<file path="config.mk">
export PLATFORM = sky130hd
export DESIGN_NAME = keyed_record_field_parser_unit
export DESIGN_NICKNAME = d
export VERILOG_FILES = /design/src/rtl/core/krfp_pkg.sv /design/src/rtl/core/keyed_record_field_parser_unit.sv
export SDC_FILE = /design/constraint.sdc
export NUM_CORES = 1
export LEC_CHECK = 0
export ABC_AREA = 0
export BUFFER_PORTS_ARGS = -buffer_cell sky130_fd_sc_hd__buf_4
export CAP_MARGIN = 20
export CORE_UTILIZATION = 45
export DETAILED_ROUTE_END_ITERATION = 8
export PLACE_DENSITY = 0.75
export SLEW_MARGIN = 40
export SYNTH_ARGS = -nofsm -noshare
export SYNTH_HDL_FRONTEND = slang
export SYNTH_SLANG_ARGS = --single-unit
</file>
<file path="constraint.sdc">
create_clock -name i_clk -period 4.75 [get_ports i_clk]
set_input_delay 0.95 -clock i_clk [delete_from_list [all_inputs] [get_ports i_clk]]
set_output_delay 0.95 -clock i_clk [all_outputs]
set_load 0.01 [all_outputs]
</file>
<file path="src/rtl/core/krfp_pkg.sv">
// Package for the keyed record field parser: character codes, result kinds,
// register indexes and default parameter values. No dependencies.
`default_nettype none

package krfp_pkg;

    // Default sizing of the parser
    localparam int MAX_RECORDS_DEF = 8;
    localparam int MAX_FIELDS_DEF  = 5;
    localparam int VALUE_BITS_DEF  = 32;

    // Fixed field widths
    localparam int BYTE_W      = 8;
    localparam int KIND_W      = 3;
    localparam int INDEX_W     = 3;
    localparam int REC_CNT_W   = 4;
    localparam int FLD_CNT_W   = 3;
    localparam int KEYS_W      = 64;
    localparam int TAGS_W      = 40;
    localparam int CFG_IDX_W   = 2;
    localparam int CFG_DATA_W  = 64;

    // Register indexes on the configuration port
    localparam logic [CFG_IDX_W-1:0] REG_RECORD_COUNT = 2'd0;
    localparam logic [CFG_IDX_W-1:0] REG_FIELD_COUNT  = 2'd1;
    localparam logic [CFG_IDX_W-1:0] REG_RECORD_KEYS  = 2'd2;
    localparam logic [CFG_IDX_W-1:0] REG_FIELD_TAGS   = 2'd3;

    // Register reset values
    localparam logic [REC_CNT_W-1:0] RECORD_COUNT_RST = 4'd1;
    localparam logic [FLD_CNT_W-1:0] FIELD_COUNT_RST  = 3'd5;

    // Result kinds
    localparam logic [KIND_W-1:0] KIND_CONSUMED  = 3'd0;
    localparam logic [KIND_W-1:0] KIND_HDR_ERR   = 3'd1;
    localparam logic [KIND_W-1:0] KIND_VALUE     = 3'd2;
    localparam logic [KIND_W-1:0] KIND_Y_ABORT   = 3'd3;
    localparam logic [KIND_W-1:0] KIND_MISMATCH  = 3'd4;
    localparam logic [KIND_W-1:0] KIND_BAD_DIGIT = 3'd5;
    localparam logic [KIND_W-1:0] KIND_ECHO      = 3'd6;
    localparam logic [KIND_W-1:0] KIND_REBOOT    = 3'd7;

    // Character codes
    localparam logic [BYTE_W-1:0] CH_HEADER = 8'h52; // R
    localparam logic [BYTE_W-1:0] CH_ABORT  = 8'h59; // Y
    localparam logic [BYTE_W-1:0] CH_PLUS   = 8'h2B; // +
    localparam logic [BYTE_W-1:0] CH_MINUS  = 8'h2D; // -
    localparam logic [BYTE_W-1:0] CH_REBOOT = 8'h5A; // Z
    localparam logic [BYTE_W-1:0] CH_ECHO   = 8'h4E; // N
    localparam logic [BYTE_W-1:0] CH_ZERO   = 8'h30; // 0
    localparam logic [BYTE_W-1:0] CH_NINE   = 8'h39; // 9

endpackage

`default_nettype wire

</file>
<file path="src/rtl/core/keyed_record_field_parser_unit.sv">
// Keyed record field parser top level: input word register, parse logic and
// result register. Depends on krfp_pkg.
`default_nettype none

// The parser takes one received character per word and returns exactly one
// result word for each, in order. It accepts a new word every clock cycle
// while the output side is not stalled; each word is held in the input
// register and then lands in the result register, from which it can be
// taken when the output side is not stalled. The phase, record/field
// counters and the multiply-by-ten accumulator are updated together as
// each character moves from the input register to the result register.
// Configuration writes are always taken (ready is tied high) and must only
// be made while the parser is idle.
module keyed_record_field_parser_unit #(
    parameter int MAX_RECORDS = krfp_pkg::MAX_RECORDS_DEF,
    parameter int MAX_FIELDS  = krfp_pkg::MAX_FIELDS_DEF,
    parameter int VALUE_BITS  = krfp_pkg::VALUE_BITS_DEF
) (
    input  wire logic                                i_clk,
    input  wire logic                                i_rst_n,
    // character input
    input  wire logic                                i_in_valid,
    output logic                                     o_in_stall,
    input  wire logic [krfp_pkg::BYTE_W-1:0]         i_rx_byte,
    // result output
    output logic                                     o_out_valid,
    input  wire logic                                i_out_stall,
    output logic [krfp_pkg::KIND_W-1:0]              o_kind,
    output logic [krfp_pkg::INDEX_W-1:0]             o_record_index,
    output logic [krfp_pkg::INDEX_W-1:0]             o_field_index,
    output logic signed [VALUE_BITS-1:0]             o_value,
    output logic                                     o_frame_done,
    // configuration writes
    input  wire logic                                i_cfg_valid,
    output logic                                     o_cfg_ready,
    input  wire logic [krfp_pkg::CFG_IDX_W-1:0]      i_cfg_index,
    input  wire logic [krfp_pkg::CFG_DATA_W-1:0]     i_cfg_data
);

    localparam int ACC_W  = VALUE_BITS - 1;
    localparam int WIDE_W = VALUE_BITS + 3;

    localparam logic [krfp_pkg::REC_CNT_W-1:0] MAX_REC_C =
        krfp_pkg::REC_CNT_W'(MAX_RECORDS);
    localparam logic [krfp_pkg::FLD_CNT_W-1:0] MAX_FLD_C =
        krfp_pkg::FLD_CNT_W'(MAX_FIELDS);

    typedef enum logic [1:0] {
        PH_HEADER = 2'd0,
        PH_KEY    = 2'd1,
        PH_TAG    = 2'd2,
        PH_DIGITS = 2'd3
    } t_phase;

    // Configuration registers
    logic [krfp_pkg::REC_CNT_W-1:0] r_record_count;
    logic [krfp_pkg::FLD_CNT_W-1:0] r_field_count;
    logic [krfp_pkg::KEYS_W-1:0]    r_record_keys;
    logic [krfp_pkg::TAGS_W-1:0]    r_field_tags;

    // Parse state
    t_phase                        r_phase,  n_phase;
    logic [krfp_pkg::INDEX_W-1:0]  r_rec_cnt, n_rec_cnt;
    logic [krfp_pkg::INDEX_W-1:0]  r_fld_cnt, n_fld_cnt;
    logic [ACC_W-1:0]              r_acc,    n_acc;

    // Input word register
    logic                          r_in_valid;
    logic [krfp_pkg::BYTE_W-1:0]   r_in_byte;

    // Result register
    logic                          r_out_valid;
    logic [krfp_pkg::KIND_W-1:0]   r_kind,   n_kind;
    logic [krfp_pkg::INDEX_W-1:0]  r_rix,    n_rix;
    logic [krfp_pkg::INDEX_W-1:0]  r_fix,    n_fix;
    logic [VALUE_BITS-1:0]         r_value,  n_value;
    logic                          r_done,   n_done;

    logic                          advance;
    logic                          in_accept;
    logic [krfp_pkg::REC_CNT_W-1:0] used_records;
    logic [krfp_pkg::FLD_CNT_W-1:0] used_fields;
    logic [krfp_pkg::BYTE_W-1:0]   key_char;
    logic [krfp_pkg::BYTE_W-1:0]   tag_char;
    logic                          is_digit;
    logic [WIDE_W-1:0]             acc_wide;
    logic [WIDE_W-1:0]             acc_next_wide;
    logic                          acc_sat;
    logic [krfp_pkg::REC_CNT_W-1:0] rec_inc;
    logic [krfp_pkg::REC_CNT_W-1:0] fld_inc;

    // Handshake: move the input word on when the result slot is free
    assign advance     = r_in_valid && (!r_out_valid || !i_out_stall);
    assign o_in_stall  = r_in_valid && !advance;
    assign in_accept   = i_in_valid && !o_in_stall;
    assign o_cfg_ready = 1'b1;

    // Clamp configured counts to the sizing
    assign used_records = (r_record_count > MAX_REC_C) ? MAX_REC_C : r_record_count;
    assign used_fields  = (r_field_count > MAX_FLD_C) ? MAX_FLD_C : r_field_count;

    // Expected key and tag characters
    assign key_char = r_record_keys[{r_rec_cnt, 3'b000} +: krfp_pkg::BYTE_W];
    assign tag_char = (r_fld_cnt > 3'd4) ? '0
                    : r_field_tags[{r_fld_cnt, 3'b000} +: krfp_pkg::BYTE_W];

    // Multiply-by-ten accumulate with saturation at the largest magnitude
    assign is_digit      = (r_in_byte >= krfp_pkg::CH_ZERO) && (r_in_byte <= krfp_pkg::CH_NINE);
    assign acc_wide      = WIDE_W'(r_acc);
    assign acc_next_wide = (acc_wide << 3) + (acc_wide << 1)
                         + WIDE_W'(r_in_byte[3:0]);
    assign acc_sat       = acc_next_wide > WIDE_W'({ACC_W{1'b1}});

    // Counter increments with room for the carry
    assign rec_inc = krfp_pkg::REC_CNT_W'(r_rec_cnt) + 4'd1;
    assign fld_inc = krfp_pkg::REC_CNT_W'(r_fld_cnt) + 4'd1;

    // Parse one character
    always_comb begin
        n_phase   = r_phase;
        n_rec_cnt = r_rec_cnt;
        n_fld_cnt = r_fld_cnt;
        n_acc     = r_acc;
        n_kind    = krfp_pkg::KIND_CONSUMED;
        n_rix     = '0;
        n_fix     = '0;
        n_value   = '0;
        n_done    = 1'b0;

        if (r_in_byte == krfp_pkg::CH_REBOOT) begin
            n_kind    = krfp_pkg::KIND_REBOOT;
            n_phase   = PH_HEADER;
            n_rec_cnt = '0;
            n_fld_cnt = '0;
            n_acc     = '0;
        end else if (r_in_byte == krfp_pkg::CH_ECHO) begin
            n_kind = krfp_pkg::KIND_ECHO;
        end else if (r_phase == PH_HEADER) begin
            // a wrong header is flagged, parsing goes on regardless
            n_kind    = (r_in_byte == krfp_pkg::CH_HEADER) ? krfp_pkg::KIND_CONSUMED
                                                           : krfp_pkg::KIND_HDR_ERR;
            n_rec_cnt = '0;
            n_fld_cnt = '0;
            n_acc     = '0;
            if (used_records == '0 || used_fields == '0) begin
                n_done  = 1'b1;
                n_phase = PH_HEADER;
            end else begin
                n_phase = PH_KEY;
            end
        end else if (r_in_byte == krfp_pkg::CH_ABORT) begin
            n_kind    = krfp_pkg::KIND_Y_ABORT;
            n_phase   = PH_HEADER;
            n_rec_cnt = '0;
            n_fld_cnt = '0;
            n_acc     = '0;
        end else if (r_phase == PH_KEY || r_phase == PH_TAG) begin
            if (r_in_byte != ((r_phase == PH_KEY) ? key_char : tag_char)) begin
                n_kind    = krfp_pkg::KIND_MISMATCH;
                n_phase   = PH_HEADER;
                n_rec_cnt = '0;
                n_fld_cnt = '0;
                n_acc     = '0;
            end else if (r_phase == PH_KEY) begin
                n_phase = PH_TAG;
            end else begin
                n_phase = PH_DIGITS;
                n_acc   = '0;
            end
        end else if (r_in_byte == krfp_pkg::CH_PLUS || r_in_byte == krfp_pkg::CH_MINUS) begin
            // finish the value and step to the next field or record
            n_kind    = krfp_pkg::KIND_VALUE;
            n_rix     = r_rec_cnt;
            n_fix     = r_fld_cnt;
            n_value   = (r_in_byte == krfp_pkg::CH_MINUS)
                      ? VALUE_BITS'(0) - VALUE_BITS'(r_acc)
                      : VALUE_BITS'(r_acc);
            n_acc     = '0;
            n_phase   = PH_KEY;
            n_fld_cnt = fld_inc[krfp_pkg::INDEX_W-1:0];
            if (fld_inc >= krfp_pkg::REC_CNT_W'(used_fields)) begin
                n_fld_cnt = '0;
                n_rec_cnt = rec_inc[krfp_pkg::INDEX_W-1:0];
                if (rec_inc >= used_records) begin
                    n_done    = 1'b1;
                    n_phase   = PH_HEADER;
                    n_rec_cnt = '0;
                end
            end
        end else if (is_digit) begin
            n_acc = acc_sat ? {ACC_W{1'b1}} : acc_next_wide[ACC_W-1:0];
        end else begin
            n_kind    = krfp_pkg::KIND_BAD_DIGIT;
            n_phase   = PH_HEADER;
            n_rec_cnt = '0;
            n_fld_cnt = '0;
            n_acc     = '0;
        end
    end

    // Hold configuration, parse state, input word and result
    always_ff @(posedge i_clk) begin
        if (!i_rst_n) begin
            r_record_count <= krfp_pkg::RECORD_COUNT_RST;
            r_field_count  <= krfp_pkg::FIELD_COUNT_RST;
            r_record_keys  <= '0;
            r_field_tags   <= '0;
            r_phase        <= PH_HEADER;
            r_rec_cnt      <= '0;
            r_fld_cnt      <= '0;
            r_acc          <= '0;
            r_in_valid     <= 1'b0;
            r_out_valid    <= 1'b0;
        end else begin
            // register writes
            if (i_cfg_valid && o_cfg_ready) begin
                unique case (i_cfg_index)
                    krfp_pkg::REG_RECORD_COUNT:
                        r_record_count <= i_cfg_data[krfp_pkg::REC_CNT_W-1:0];
                    krfp_pkg::REG_FIELD_COUNT:
                        r_field_count <= i_cfg_data[krfp_pkg::FLD_CNT_W-1:0];
                    krfp_pkg::REG_RECORD_KEYS:
                        r_record_keys <= i_cfg_data[krfp_pkg::KEYS_W-1:0];
                    krfp_pkg::REG_FIELD_TAGS:
                        r_field_tags <= i_cfg_data[krfp_pkg::TAGS_W-1:0];
                    default: ;
                endcase
            end

            // input word register
            if (in_accept) begin
                r_in_valid <= 1'b1;
                r_in_byte  <= i_rx_byte;
            end else if (advance) begin
                r_in_valid <= 1'b0;
            end

            // parse step and result load
            if (advance) begin
                r_phase     <= n_phase;
                r_rec_cnt   <= n_rec_cnt;
                r_fld_cnt   <= n_fld_cnt;
                r_acc       <= n_acc;
                r_out_valid <= 1'b1;
                r_kind      <= n_kind;
                r_rix       <= n_rix;
                r_fix       <= n_fix;
                r_value     <= n_value;
                r_done      <= n_done;
            end else if (!i_out_stall) begin
                r_out_valid <= 1'b0;
            end
        end
    end

    assign o_out_valid    = r_out_valid;
    assign o_kind         = r_kind;
    assign o_record_index = r_rix;
    assign o_field_index  = r_fix;
    assign o_value        = r_value;
    assign o_frame_done   = r_done;

endmodule

`default_nettype wire

</file>
Word-level counts from Yosys, hierarchy flattened

Cells that the tools add are included.

Latch bits: 0
Memory bits (writable): 0
Bits in registers: 202
Output and inout port bits: 45
Memories: 0
Bits of input ports: 79
Logic and storage cells: 146
ROM bits: 0

Equal/unequal tests: 18
Shift operators: 2
Muxes and demuxes: 63
$lt $le $gt $ge: 8
$add $sub $neg: 5
Reductions and logical operators: 30
Bitwise gates (word level): 2
Div/mod/pow operators: 0
Multipliers: 0

Operators with widths:

| kind                                                                               | count |
|---|---|
| 31-bit two-way mux                                                                 | 11 |
| 3-bit two-way mux                                                                  | 24 |
| 64-bit by 7-bit variable part select with 8-bit output                             | 1 |
| 40-bit by 7-bit variable part select with 8-bit output                             | 1 |
| 34-bit by 32-bit adder with 35-bit output                                          | 1 |
| 35-bit by 4-bit adder with 35-bit output                                           | 1 |
| 35-bit by 31-bit greater-than comparator with 1-bit output (second input constant) | 1 |
| 8-bit by 7-bit equality test with 1-bit output (second input constant)             | 4 |
| 1-bit by 31-bit subtractor with 32-bit output (first input constant)               | 1 |
| 1-bit two-way mux                                                                  | 17 |
| 8-bit by 6-bit equality test with 1-bit output (second input constant)             | 2 |
| 2-bit two-way mux                                                                  | 8 |
| 8-bit two-way mux                                                                  | 2 |
| 6-bit by 5-bit != test with 1-bit output (second input constant)                   | 2 |
| 2-bit AND reduction                                                                | 6 |
| 3-bit by 1-bit adder with 4-bit output (second input constant)                     | 2 |
| 8-bit by 6-bit >= comparator with 1-bit output (second input constant)             | 1 |
| 8-bit by 6-bit <= comparator with 1-bit output (second input constant)             | 1 |
| 8-bit != test                                                                      | 1 |
| 7-bit OR reduction                                                                 | 1 |
| 2-bit equality test (second input constant)                                        | 3 |
| 3-bit greater-than comparator (second input constant)                              | 2 |
| 6-bit by 1-bit != test with 1-bit output (second input constant)                   | 1 |
| 3-bit AND reduction                                                                | 2 |
| 20 further kinds                                                                   | 32 |

Depth between registers and ports, before layout

Depth after elaboration: 11
Gate-level depth with buffers: 15

Worst setup path after synthesis

Ideal clock, no wire load.

Path type: register to register
Start: register r_acc[2]
End: register r_acc[16]
Cell stages (with the launch flop): 15
Required time: 4630 ps
Path slack: 1059 ps
Arrival: 3571 ps
Library setup time: 120 ps
Buffers on the path: 1
Cells stage by stage: dfxtp_1 > inv_1 > fa_1 > inv_1 > ha_1 > a21oi_1 > nor2_1 > o31ai_1 > a21boi_0 > a31o_2 > a22oi_1 > mux2_1 > o31a_1 > clkbuf_1 > a211o_1

Longest elaborated chain between the ends: 11

RTL lines:

| what                                                       | line                                  | RTL |
|---|---|---|
| start, declared                                            | keyed_record_field_parser_unit.sv:65  | `logic [ACC_W-1:0] r_acc, n_acc;` |
| start signal, assigned                                     | keyed_record_field_parser_unit.sv:243 | `r_acc <= n_acc;` |
| 34-bit by 32-bit adder with 35-bit output (*)              | keyed_record_field_parser_unit.sv:110 | `assign acc_next_wide = (acc_wide << 3) + (acc_wide << 1)` |
| 35-bit by 4-bit adder with 35-bit output (*)               | keyed_record_field_parser_unit.sv:111 | `+ WIDE_W'(r_in_byte[3:0]);` |
| 35-bit by 31-bit greater-than comparator with 1-bit output | keyed_record_field_parser_unit.sv:112 | `assign acc_sat = acc_next_wide > WIDE_W'({ACC_W{1'b1}});` |
| 31-bit two-way mux (*)                                     | keyed_record_field_parser_unit.sv:191 | `n_acc = acc_sat ? {ACC_W{1'b1}} : acc_next_wide[ACC_W-1:0];` |
| 31-bit two-way mux (*)                                     | keyed_record_field_parser_unit.sv:190 | `end else if (is_digit) begin` |
| 31-bit two-way mux (*)                                     | keyed_record_field_parser_unit.sv:170 | `end else if (r_in_byte == krfp_pkg::CH_PLUS \|\| r_in_byte == krfp_pkg::CH_MINUS) begin` |
| 31-bit two-way mux (*)                                     | keyed_record_field_parser_unit.sv:157 | `end else if (r_phase == PH_KEY \|\| r_phase == PH_TAG) begin` |
| 31-bit two-way mux (*)                                     | keyed_record_field_parser_unit.sv:151 | `end else if (r_in_byte == krfp_pkg::CH_ABORT) begin` |
| 31-bit two-way mux (*)                                     | keyed_record_field_parser_unit.sv:138 | `end else if (r_phase == PH_HEADER) begin` |
| 31-bit two-way mux (*)                                     | keyed_record_field_parser_unit.sv:136 | `end else if (r_in_byte == krfp_pkg::CH_ECHO) begin` |
| 31-bit two-way mux (*)                                     | keyed_record_field_parser_unit.sv:130 | `if (r_in_byte == krfp_pkg::CH_REBOOT) begin` |

Mark *: on every way between the ends. The rest lies on a longest branch, timed or not. The select of a mux whose other input is x is not followed.
A chain may end at the register's enable or synchronous reset.

Worst setup path in the final report

Start: register r_acc[2]
End: register r_acc[2]

Longest elaborated chain between the ends: 11

RTL lines:

| what                                                       | line |
|---|---|
| 34-bit by 32-bit adder with 35-bit output                  | keyed_record_field_parser_unit.sv:110 |
| 35-bit by 4-bit adder with 35-bit output                   | keyed_record_field_parser_unit.sv:111 |
| 35-bit by 31-bit greater-than comparator with 1-bit output | keyed_record_field_parser_unit.sv:112 |
| 31-bit two-way mux                                         | keyed_record_field_parser_unit.sv:191 |
| 31-bit two-way mux                                         | keyed_record_field_parser_unit.sv:190 |
| 31-bit two-way mux                                         | keyed_record_field_parser_unit.sv:170 |
| 31-bit two-way mux                                         | keyed_record_field_parser_unit.sv:157 |
| 31-bit two-way mux                                         | keyed_record_field_parser_unit.sv:151 |
| 31-bit two-way mux                                         | keyed_record_field_parser_unit.sv:138 |
| 31-bit two-way mux                                         | keyed_record_field_parser_unit.sv:136 |
| 31-bit two-way mux                                         | keyed_record_field_parser_unit.sv:130 |

No other way between the ends. The select of a mux whose other input is x is not followed.

==> impl_results.md <==
- Post_cts resized: 0
- Unique masters post-synth: 79
- Clock sink count: 202
- Top FF cell, synth: dfxtp_1
- Least-Margin Pin Slew: 0.827 ns
- Max-slew headroom: 44.7%
- Pleak: 5.24 nW
- Count of flip-flops with a built-in enable after synthesis: 50
- Maxcap violations: 0
- Final nets: 1520
- Die Ht: 163 um
- Multiplexer share of the synthesized area: 5.85%
- Die area: 26500 um^2
- Cell area after synthesis: 11600 um^2
- Antenna viol nets, final: 0
- Hold Path Class: flop to flop
- RSZ-0062 raised after global routing: false
- P&R area growth vs syn: 16.0%
- Final min period: 4.23 ns
- Main combinational cell family by area after synthesis: simple AND/OR/NAND/NOR gates
- Largest net degree at the start of global routing: 113
- Total CTS buffers: 22
- Sw Share: 23.0%
- Final slew viol count: 0
- R2R depth: 13
- Wire length per cell: 17.5 um
- Initial Util: 46.1%
- R2r setup slk: 0.52 ns
- Ports: 124
- DRC viols: 0
- First-pass GRT wire length: 47.9 mm
- Worst-path fanout max: 31
- Core area: 25300 um^2
- Final hold violation count: 0
- Setup Fix Bufs, Post-CTS: 0
- Asr flop ratio synth: 0%
- # rows: 58
- XOR/XNOR Fraction of Synth Area: 4.52%
- Initial DRC count: 701
- Worst hold margin: 0.465 ns
- Status: completed
- Int Power: 2.99 mW
- Flop pwr share: 47.4%
- Post-Syn Nets: 1435
- ANT cells: 0
- Initial antenna violation count: 0
- Synth warn: 0
- Share of layout cells above drive strength 1: 15.1%
- CP required: 5.14 ns
- Synthesized flop and latch total: 202
- Power per Cell Area: 287 nW/um^2
- Clock power share: 45.6%
- WL met2: 13.4 mm
- Gpl congestion: 0.882
- Final worst path period share: 88.9%
- Adder-cell share of the synthesized area: 8.30%
- Synthesized area per cell: 9.09 um^2
- Detailed Route WL: 30.0 mm
- Setup violators final: 0
- Worst Skew: 0.0196 ns
- Highest metal used: met4
- Number of detailed-route iterations in the first pass: 5
- Worst setup SP type: flop
- Vias in the first global route: 9178
- Logic pwr share: 7.1%
- DP Wirelength: 21.6 mm
- CTS tree: done
- P_sw: 0.890 mW
- H-Tree Depth: 1
- Via density: 5.64
- Peak Freq: 0.237 GHz
- Sequential share of the synthesized area: 39.1%
- Met1 wire length: 13.8 mm
- Crit path DAT: 4.61 ns
- Met3 routed WL: 2.05 mm
- CP Capture Type: flop
- CTS Buffer Depth: 3
- Clock transition at path regs: 0.06 ns
- Fraction of the mapped netlist area in simple logic gates: 19.3%
- Worst vdd ir: 204 uV
- All-Layer GR Usage: 22.6%
- CP Class: flop to flop
- Compound-gate portion of the synthesized area: 19.0%
- Die width: 163 um
- Root Driver: clkbuf_16
- Hold buffers post-CTS: 0
- # port buffers: 122
- Clk_lat worst skew: 0.52 ns
- GRT overflow: 0
- Hold depth: 2
- Post-Syn Instances: 1280
- Total negative slack: 0 ns
- Vias: 9652
==> per-layer routing <==
layer,vias up,global-route usage (%)
li1,4757,-
met1,4560,31.9
met2,292,35.5
met3,43,3.36
met4,0,6.54
met5,-,0
==> cell type report <==
class / instances / area, um^2
Fill cell: 2282 / 11800
Multi-Input combinational cell: 976 / 6650
Sequential cell: 202 / 4540
Timing Repair Buffer: 136 / 1020
Clock inverter: 9 / 111
Clock buffer: 30 / 642
Inverter: 27 / 101
Tap cell: 330 / 413
==> path summary, 6_finish.rpt <==
kind / startpoint / endpoint
min: r_field_tags[11] / r_field_tags[11]
min reg2reg: r_field_tags[11] / r_field_tags[11]
max reg2reg: r_acc[2] / r_acc[2]
max: r_acc[2] / r_acc[2]
==> cell usage after synthesis (all sizes together) (3+ instances only) <==
| cell type | count | share of area (%) |
|---|---|---|
| and2 | 7 | 0.38 |
| ha | 74 | 8.0 |
| nor2b | 13 | 0.70 |
| inv | 27 | 0.87 |
| buf | 17 | 1.2 |
| dfxtp | 152 | 26 |
| and4 | 4 | 0.30 |
| a2111oi | 3 | 0.28 |
| nor3b | 4 | 0.30 |
| nand2 | 268 | 8.7 |
| mux2i | 32 | 2.8 |
| nor4b | 5 | 0.43 |
| nor4 | 11 | 0.72 |
| nor2 | 75 | 2.4 |
| or4 | 3 | 0.19 |
| a21o | 12 | 0.77 |
| nand4b | 3 | 0.23 |
| nor3 | 21 | 0.95 |
| o21ai | 36 | 1.5 |
| nand3 | 15 | 0.65 |
| nand3b | 4 | 0.26 |
| a21oi | 51 | 2.2 |
| o211ai | 4 | 0.26 |
| a21boi | 111 | 7.3 |
| a31oi | 7 | 0.38 |
| a221oi | 3 | 0.23 |
| mux4 | 15 | 2.9 |
| o22ai | 5 | 0.27 |
| or3 | 13 | 0.70 |
| nand2b | 5 | 0.27 |
| a221o | 35 | 3.0 |
| or2 | 6 | 0.32 |
| xor2 | 29 | 2.2 |
| and4b | 5 | 0.43 |
| and3 | 12 | 0.65 |
| edfxtp | 50 | 13 |
| clkbuf | 58 | 1.9 |
| nand4 | 6 | 0.32 |
| o31ai | 7 | 0.45 |
| xnor2 | 31 | 2.3 |
| o21a | 7 | 0.45 |
==> sequential cells by signal, indices dropped and copies added (netlist names) <==
register	flops
o_value	32
r_in_byte	8
r_field_count	3
r_fld_cnt	3
o_field_index	3
o_out_valid	1
r_in_valid	1
o_record_index	3
r_field_tags	40
r_record_count	4
o_kind	3
o_frame_done	1
r_record_keys	64
r_phase	2
r_acc	31
r_rec_cnt	3
==> cell usage in the layout (no fill, tap or decap), types with 6 or more instances in the layout <==
cell type	netlist	routed
mux4_2	15	15
nor2_1	75	73
nand4_1	6	6
o21a_1	7	7
xor2_1	29	29
dfxtp_1	152	152
inv_1	27	27
nor3_1	20	20
clkbuf_16	0	23
nor4_1	10	10
and2_1	7	7
o31ai_1	7	7
and3_1	12	10
o21ai_0	34	34
a21oi_1	50	50
a221o_1	35	35
mux2i_1	32	32
or3_1	13	13
buf_4	2	135
a21o_1	12	12
a31oi_1	7	7
nand2_1	267	267
nand3_1	15	15
edfxtp_1	50	50
nor2b_1	13	13
xnor2_1	31	31
a21boi_0	109	109
ha_1	74	74
==> power by group through the flow <==
stage	registers, mW	logic, mW	clock network [mW]
after global routing	1.84	0.297	1.86
after floorplan	1.87	0.149	0
after global placement	1.87	0.266	0
after detailed placement	1.87	0.271	0
after CTS	1.84	0.273	1.79
final	1.84	0.274	1.77
==> cell families (layout without fill, tap and decap cells) <==
logic type      after synthesis  in the layout
other cells                   1              1
compound gates              305            305
flops                       202            202
mux                          49             49
xor+xnor                     60             60
fa+ha+maj                    76             76
simple gates                485            485
buf+inv                     102            202
==> per-stage QoR <==
step	std cells	worst slack, ns	cell area [um^2]	utilization [%]	power [mW]
after floorplan	1280	1.06	11600	-	2.02
after global placement	1671	0.600	12700	50.4	2.14
after detailed placement	1671	0.594	12700	50.4	2.14
after CTS	1710	0.551	13500	53.4	3.90
after global routing	1710	0.220	13500	53.4	4.00
final	1710	0.525	13500	53.4	3.88
==> critical path, cell delays in order (launching register included) <==
cell,delay (ns)
dfxtp_1,0.47
inv_1,0.13
fa_1,0.60
inv_1,0.07
ha_1,0.28
a21oi_1,0.20
nor2_1,0.10
o31ai_1,0.29
a21boi_0,0.19
a31o_2,0.32
a22oi_1,0.19
mux2_1,0.35
o31a_2,0.53
a221o_1,0.37
Note: power is estimated with default switching activity, not from simulation.
